===== config.mk =====
export PLATFORM = sky130hd
export DESIGN_NAME = sorted_priority_queue_unit
export DESIGN_NICKNAME = d
export VERILOG_FILES = /design/src/rtl/core/spq_pkg.sv /design/src/rtl/core/spq_ctrl.sv /design/src/rtl/core/spq_dp.sv /design/src/rtl/core/sorted_priority_queue_unit.sv
export SDC_FILE = /design/constraint.sdc
export NUM_CORES = 2
export LEC_CHECK = 0
export BUFFER_PORTS_ARGS = -buffer_cell sky130_fd_sc_hd__buf_2
export CORE_MARGIN = 2
export CORE_UTILIZATION = 43
export DETAILED_ROUTE_END_ITERATION = 8
export PLACE_DENSITY_LB_ADDON = 0.05
export RECOVER_POWER = 100
export SYNTH_ARGS = -nofsm -noshare
export SYNTH_HDL_FRONTEND = slang
export SYNTH_SLANG_ARGS = --single-unit

===== constraint.sdc =====
create_clock -name clk -period 6.13 [get_ports clk]
set_input_delay 1.839 -clock clk [delete_from_list [all_inputs] [get_ports clk]]
set_output_delay 1.839 -clock clk [all_outputs]
set_load 0.05 [all_outputs]

===== src/rtl/core/spq_pkg.sv =====
// ----------------------------------------------------------------------------
// spq_pkg
// Types and codes shared by the sorted priority queue modules.
// ----------------------------------------------------------------------------
package spq_pkg;

	localparam logic OP_INSERT = 1'b0;
	localparam logic OP_REMOVE = 1'b1;

	localparam logic [1:0] ST_OK    = 2'd0;
	localparam logic [1:0] ST_EMPTY = 2'd1;
	localparam logic [1:0] ST_FULL  = 2'd2;

	typedef struct packed {
		logic               opcode;
		logic signed [31:0] item_value;
		logic        [15:0] item_priority;
	} in_t;

	typedef struct packed {
		logic        [1:0]  status;
		logic signed [31:0] out_value;
		logic        [15:0] out_priority;
		logic        [4:0]  occupancy;
	} out_t;

	// controller -> datapath
	typedef struct packed {
		logic load;
		logic compare;
		logic update;
	} dp_cmd_t;

endpackage


===== src/rtl/core/spq_ctrl.sv =====
// ----------------------------------------------------------------------------
// spq_ctrl
// Sequencer: takes one transaction, steps the datapath through compare and
// update, and raises the result strobe.
// ----------------------------------------------------------------------------
module spq_ctrl (
	input  logic             clk,
	input  logic             arst_n,
	input  logic             start,
	output logic             busy,
	output logic             done,
	output spq_pkg::dp_cmd_t cmd
);

	typedef enum logic [2:0] {
		S_IDLE = 3'b001,
		S_CMP  = 3'b010,
		S_UPD  = 3'b100
	} state_t;

	state_t state_q;
	state_t state_nxt;
	logic   done_q;

	always_comb begin
		state_nxt = state_q;
		unique case (state_q)
			S_IDLE: begin
				if (start) state_nxt = S_CMP;
			end
			S_CMP: begin
				state_nxt = S_UPD;
			end
			S_UPD: begin
				state_nxt = S_IDLE;
			end
			default: begin
				state_nxt = S_IDLE;
			end
		endcase
	end

	always_ff @(posedge clk or negedge arst_n) begin
		if (!arst_n) begin
			state_q <= S_IDLE;
			done_q  <= 1'b0;
		end else begin
			state_q <= state_nxt;
			done_q  <= (state_q == S_UPD);
		end
	end

	assign busy        = (state_q != S_IDLE);
	assign done        = done_q;
	assign cmd.load    = (state_q == S_IDLE) && start;
	assign cmd.compare = (state_q == S_CMP);
	assign cmd.update  = (state_q == S_UPD);

endmodule


===== src/rtl/core/spq_dp.sv =====
// ----------------------------------------------------------------------------
// spq_dp
// Sorted shift register array: every entry compares its own priority with
// the incoming one, then each entry holds, takes the new entry, or takes a
// neighbor in a single shift.
// ----------------------------------------------------------------------------
module spq_dp #(
	parameter int CAPACITY = 16
) (
	input  logic             clk,
	input  logic             arst_n,
	input  spq_pkg::dp_cmd_t cmd,
	input  spq_pkg::in_t     item,
	output spq_pkg::out_t    result
);

	localparam int CNT_W = $clog2(CAPACITY + 1);

	spq_pkg::in_t       item_q;
	spq_pkg::out_t      result_q;
	logic [CNT_W-1:0]   cnt_q;
	logic [CNT_W-1:0]   cnt_nxt;
	logic signed [31:0] val_q [CAPACITY];
	logic        [15:0] pri_q [CAPACITY];
	logic               ge_s1 [CAPACITY];   // entry valid and priority >= new one

	logic is_ins;
	logic is_full;
	logic is_empty;
	logic ins_ok;
	logic rem_ok;

	assign is_ins   = (item_q.opcode == spq_pkg::OP_INSERT);
	assign is_full  = (cnt_q == CNT_W'(CAPACITY));
	assign is_empty = (cnt_q == '0);
	assign ins_ok   = is_ins && !is_full;
	assign rem_ok   = !is_ins && !is_empty;

	always_comb begin
		cnt_nxt = cnt_q;
		if (ins_ok) cnt_nxt = cnt_q + CNT_W'(1);
		else if (rem_ok) cnt_nxt = cnt_q - CNT_W'(1);
	end

	always_ff @(posedge clk) begin
		if (cmd.load) item_q <= item;
	end

	always_ff @(posedge clk or negedge arst_n) begin
		if (!arst_n) begin
			cnt_q <= '0;
		end else if (cmd.update) begin
			cnt_q <= cnt_nxt;
		end
	end

	for (genvar i = 0; i < CAPACITY; i++) begin : g_ent
		logic signed [31:0] ins_v;
		logic        [15:0] ins_p;
		logic signed [31:0] nxt_v;
		logic        [15:0] nxt_p;

		// insert slot is the first entry whose predecessor stays put
		if (i == 0) begin : g_head
			assign ins_v = item_q.item_value;
			assign ins_p = item_q.item_priority;
		end else begin : g_body
			assign ins_v = ge_s1[i-1] ? item_q.item_value    : val_q[i-1];
			assign ins_p = ge_s1[i-1] ? item_q.item_priority : pri_q[i-1];
		end

		if (i == CAPACITY - 1) begin : g_tail
			assign nxt_v = val_q[i];
			assign nxt_p = pri_q[i];
		end else begin : g_mid
			assign nxt_v = val_q[i+1];
			assign nxt_p = pri_q[i+1];
		end

		always_ff @(posedge clk) begin
			if (cmd.compare) begin
				ge_s1[i] <= (CNT_W'(i) < cnt_q) && (pri_q[i] >= item_q.item_priority);
			end
		end

		always_ff @(posedge clk) begin
			if (cmd.update && ins_ok && !ge_s1[i]) begin
				val_q[i] <= ins_v;
				pri_q[i] <= ins_p;
			end else if (cmd.update && rem_ok) begin
				val_q[i] <= nxt_v;
				pri_q[i] <= nxt_p;
			end
		end
	end

	always_ff @(posedge clk) begin
		if (cmd.update) begin
			result_q.status       <= rem_ok ? spq_pkg::ST_OK :
			                         ins_ok ? spq_pkg::ST_OK :
			                         is_ins ? spq_pkg::ST_FULL : spq_pkg::ST_EMPTY;
			result_q.out_value    <= rem_ok ? val_q[0] : 32'sd0;
			result_q.out_priority <= rem_ok ? pri_q[0] : 16'd0;
			result_q.occupancy    <= 5'(cnt_nxt);
		end
	end

	assign result = result_q;

endmodule


===== src/rtl/core/sorted_priority_queue_unit.sv =====
// ----------------------------------------------------------------------------
// sorted_priority_queue_unit
// Bounded priority queue held sorted in a shift register array.
// ----------------------------------------------------------------------------
// After acceptance the unit steps through compare and update; done is then
// strobed in the idle cycle in which the next start can be taken, so a new
// transaction is accepted only after the last one has finished.
// Reset clears the entry count only; entry contents are not cleared.
// Results are strobed for one cycle; the receiver cannot stall.
module sorted_priority_queue_unit #(
	parameter int CAPACITY = 16
) (
	input  logic          clk,
	input  logic          arst_n,
	input  logic          start,
	output logic          busy,
	input  spq_pkg::in_t  item,
	output logic          done,
	output spq_pkg::out_t result
);

	spq_pkg::dp_cmd_t cmd;

	spq_ctrl u_ctrl (
		.clk    (clk),
		.arst_n (arst_n),
		.start  (start),
		.busy   (busy),
		.done   (done),
		.cmd    (cmd)
	);

	spq_dp #(
		.CAPACITY (CAPACITY)
	) u_dp (
		.clk    (clk),
		.arst_n (arst_n),
		.cmd    (cmd),
		.item   (item),
		.result (result)
	);

	a_accept_busy: assert property (@(posedge clk) disable iff (!arst_n)
		(start && !busy) |=> busy)
		else $error("accepted transaction did not raise busy");

	a_done_single: assert property (@(posedge clk) disable iff (!arst_n)
		done |=> !done)
		else $error("result strobe longer than one cycle");

	a_done_idle: assert property (@(posedge clk) disable iff (!arst_n)
		done |-> !busy)
		else $error("result strobed while still busy");

	a_fail_zero: assert property (@(posedge clk) disable iff (!arst_n)
		(done && (result.status != spq_pkg::ST_OK)) |->
		(result.out_value == 32'sd0) && (result.out_priority == 16'd0))
		else $error("failed transaction returned a nonzero entry");

endmodule


==> results.py <==
metrics = {
    "routing": {
        "drt_wl_total_mm": 130,
        "drtAntennaViolNets": 0,
        "vias_per_cell": 5.58,
        "wl_per_cell_um": 22.7,
        "first_pass_iters": 5,
        "drtIter0Drc": 1671,
        "num_vias": 31900,
        "drc": 0,
    },
    "run_status": {
        "outcome": "finished, violations left",
        "violations": "capacitance limit, slew limit",
    },
    "hold_path": {
        "holdPathEnd": "u_ctrl.state_q[2]$_DFFE_PN0P_",
        "hold_depth": 1,
        "hold_start": "u_ctrl.state_q[2]$_DFFE_PN0P_",
        "hold_class": "register to register",
    },
    "placed_design": {
        "dpl_cell_area_sq_um": 50600,
        "dp_cells": 5515,
        "hpwl_mm": 91.3,
        "port_buffers": 108,
        "gp_congestion": 0.769,
    },
    "yosys": {
        "yosysSeqAreaShare_pct": 54.8,
        "ys_async_sr_fraction_pct": 1.00,
        "synth_nets": 4445,
        "synth-seq-cells": 897,
        "synth_area_sq_um": 49100,
        "synth_edf_count": 888,
        "avgSynthCellArea_sq_um": 11.9,
        "yosysUniqueCellTypes": 58,
        "ys.flop_type": "edfxtp_1",
        "syn_inst": 4133,
        "yosysWarningCount": 0,
    },
    "clock_tree": {
        "cts_tree": "built",
        "clock_sinks": 897,
        "cts_root_buffer": "clkbuf_16",
        "holdBufCountCts": 0,
        "clk_latency_ns": 0.71,
        "clock_path_buffers": 3,
        "path_clk_slew_ns": 0.06,
        "cts_setup_buffers": 0,
        "cts_buffers": 105,
        "post_cts_resized": 0,
        "h-tree-depth": 3,
    },
    "worst_setup_path": {
        "rr_startpoint": "u_dp.cnt_q[1]$_DFFE_PN0P_",
        "cp-startpoint": "u_dp.cnt_q[1]$_DFFE_PN0P_",
        "reg2regPathDepth": 8,
        "r2r-end": "u_dp.val_q[6][19]$_DFFE_PP_",
        "reg2reg_slack_ns": 1.42,
        "critPathRequiredTime_ns": 6.65,
        "cp-end-kind": "register",
        "crit_type": "register to register",
        "startpoint_type": "register",
        "cp.arrival_ns": 5.24,
        "cp_max_fo": 77,
    },
    "finish": {
        "final_cell_mix": "888 x edfxtp_1, 717 x nor2_1, 673 x mux2i_1",
        "final_layout_size_suffix_gt1_share_pct": 11.0,
        "diodes": 0,
        "final_area_sq_um": 53700,
        "area_growth_pct": 9.30,
        "fin_cells": 5713,
        "utilization_pct": 47.6,
        "nets": 4434,
        "layout.cells.most_common": "edfxtp_1",
        "fillers": 10500,
    },
    "pwr": {
        "ir_worst_vdd_mv": 0.252,
        "p_leak_nw": 20.5,
        "p_per_area_nw_per_um2": 332,
    },
    "sta": {
        "fin_skew_ns": 0.0324,
        "grt_setup_unrepaired": "false",
        "finalCritPeriodShare_pct": 76.9,
        "worst_slew_pin_slew_ns": 2.92,
        "fmax_mhz": 212,
        "period_needed_ns": 4.71,
        "maxSlewHeadroom_pct": -94.5,
        "hold_violations": 0,
        "finalMaxSlewViolations": 1260,
        "setup_viol": 0,
    },
    "grt": {
        "grt-ovfl-total": 0,
        "antenna_found_initial": 0,
        "grt_pass1_vias": 33500,
        "grt_max_degree": 209,
        "grt_usage_pct": 21.9,
        "grt_pass1_wl_mm": 199,
    },
    "floorplan": {
        "die_w_um": 342,
        "core_sq_um": 113000,
        "dieArea_sq_um": 117000,
        "rows": 123,
        "initial_core_util_pct": 43.5,
        "io_pins": 109,
        "die_h_um": 342,
    },
    "job": {
        "cap_violations": 21,
    },
}
metrics by stage:
stage               power, mW  TNS, ns  worst slack [ns]  hold slack, ns
floorplan                10.7   -67.92            -0.157           0.453
global placement         11.8        0              2.40           0.496
detailed placement       11.9        0              2.35           0.500
CTS                      18.1        0              2.31           0.509
global route             18.7        0              1.06           0.514
finish                   17.8        0              1.42           0.497
worst max-delay path by stage:
stage                                         endpoint  slack (ns)  depth (start not counted)
final                      u_dp.val_q[6][19]$_DFFE_PP_        1.42                          8
after global routing       u_dp.val_q[6][22]$_DFFE_PP_        1.06                          8
after CTS                 u_dp.pri_q[14][15]$_DFFE_PP_        2.31                          7
after detailed placement  u_dp.pri_q[14][14]$_DFFE_PP_        2.35                          7
after global placement    u_dp.pri_q[14][14]$_DFFE_PP_        2.40                          7
after floorplan             u_dp.pri_q[0][0]$_DFFE_PP_       -0.16                          6
cell type report:
cell class	count	area [sq um]	share of cell area (%)
inverter	40	150	0.280
multi-input combinational	2873	20300	37.9
sequential	897	26900	50.1
timing repair buffer	205	1100	2.05
clock inverter	62	538	1.00
clock buffer	136	2770	5.15
tap	1500	1880	3.50
cell usage after synthesis, types with 4 or more instances:
cell type  count  area [sq um]
nand2_1       52           195
buf_2         57           285
a21oi_2       98           858
a31oi_1       22           138
inv_1         40           150
nor3b_1        4          30.0
buf_4         75           563
nand2b_1      12          75.1
o22ai_1        5          31.3
a41oi_1        6          52.6
xnor2_1        6          52.6
o21a_1         4          30.0
nor4_1         4          25.0
buf_1          5          18.8
nand4_1       23           144
o21ai_0       56           280
nand3_1       20           100
edfxtp_1     888         26700
nor2_1       718          2700
nor2b_1        9          56.3
dfrtp_1        8           200
mux2_2        94          1060
buf_6         35           394
mux2i_1      673          6740
o2111ai_1      6          52.6
a2111oi_0     17           149
clkbuf_1     147           552
o211ai_1       5          37.5
and3_1         6          37.5
a21o_1        12          90.1
nor3_1        18          90.1
ha_1         260          3250
a21oi_1      656          3280
a211oi_1      10          75.1
and2_1        50           313
kinds of logic (layout without fill, tap and decap cells):
| family | count (synthesis) | count (layout) | synth area share [%] |
|---|---|---|---|
| simple gates | 921 | 921 | 7.74 |
| compound gates | 916 | 916 | 10.7 |
| flops | 897 | 897 | 54.8 |
| mux | 767 | 767 | 15.9 |
| buf+inv | 363 | 443 | 4.13 |
| fa+ha+maj | 260 | 260 | 6.63 |
| xor+xnor | 9 | 9 | 0.161 |
worst max-delay path, cell delays in order, from the launching register on:
cell	delay, ns
dfrtp_1	0.51
inv_1	0.19
ha_1	0.21
or3b_1	0.41
o21a_1	0.26
nand2_8	0.47
clkbuf_1	1.83
nor2_1	0.23
a21oi_1	0.24
sequential cells by signal (all words and copies together) (netlist names):
signal,cells
u_dp.val_q,512
u_ctrl.done,1
u_dp.g_ent.ins_p,16
u_ctrl.state_q,3
u_dp.cnt_q,5
u_dp.item_q,1
u_dp.ge_s1,16
u_dp.pri_q,256
u_dp.result,55
u_dp.g_ent.ins_v,32
power breakdown:
part	total, mW	switching (mW)	leakage [nW]	internal (mW)
registers	7.96	0.533	8.14	7.43
logic	3.71	2.16	10.8	1.55
clock network	6.15	2.67	1.60	3.48
total	17.8	5.36	20.5	12.5
layer usage:
layer  up-vias  track usage (%)  part of all wire [%]
met1     16000             26.5                    42
li1      15400                -                     -
met5         -                0                     0
met4         0             5.60                   2.1
met3       154             2.59                   2.4
met2       366             41.1                    54
No activity file was read; power rests on OpenSTA's default activity.
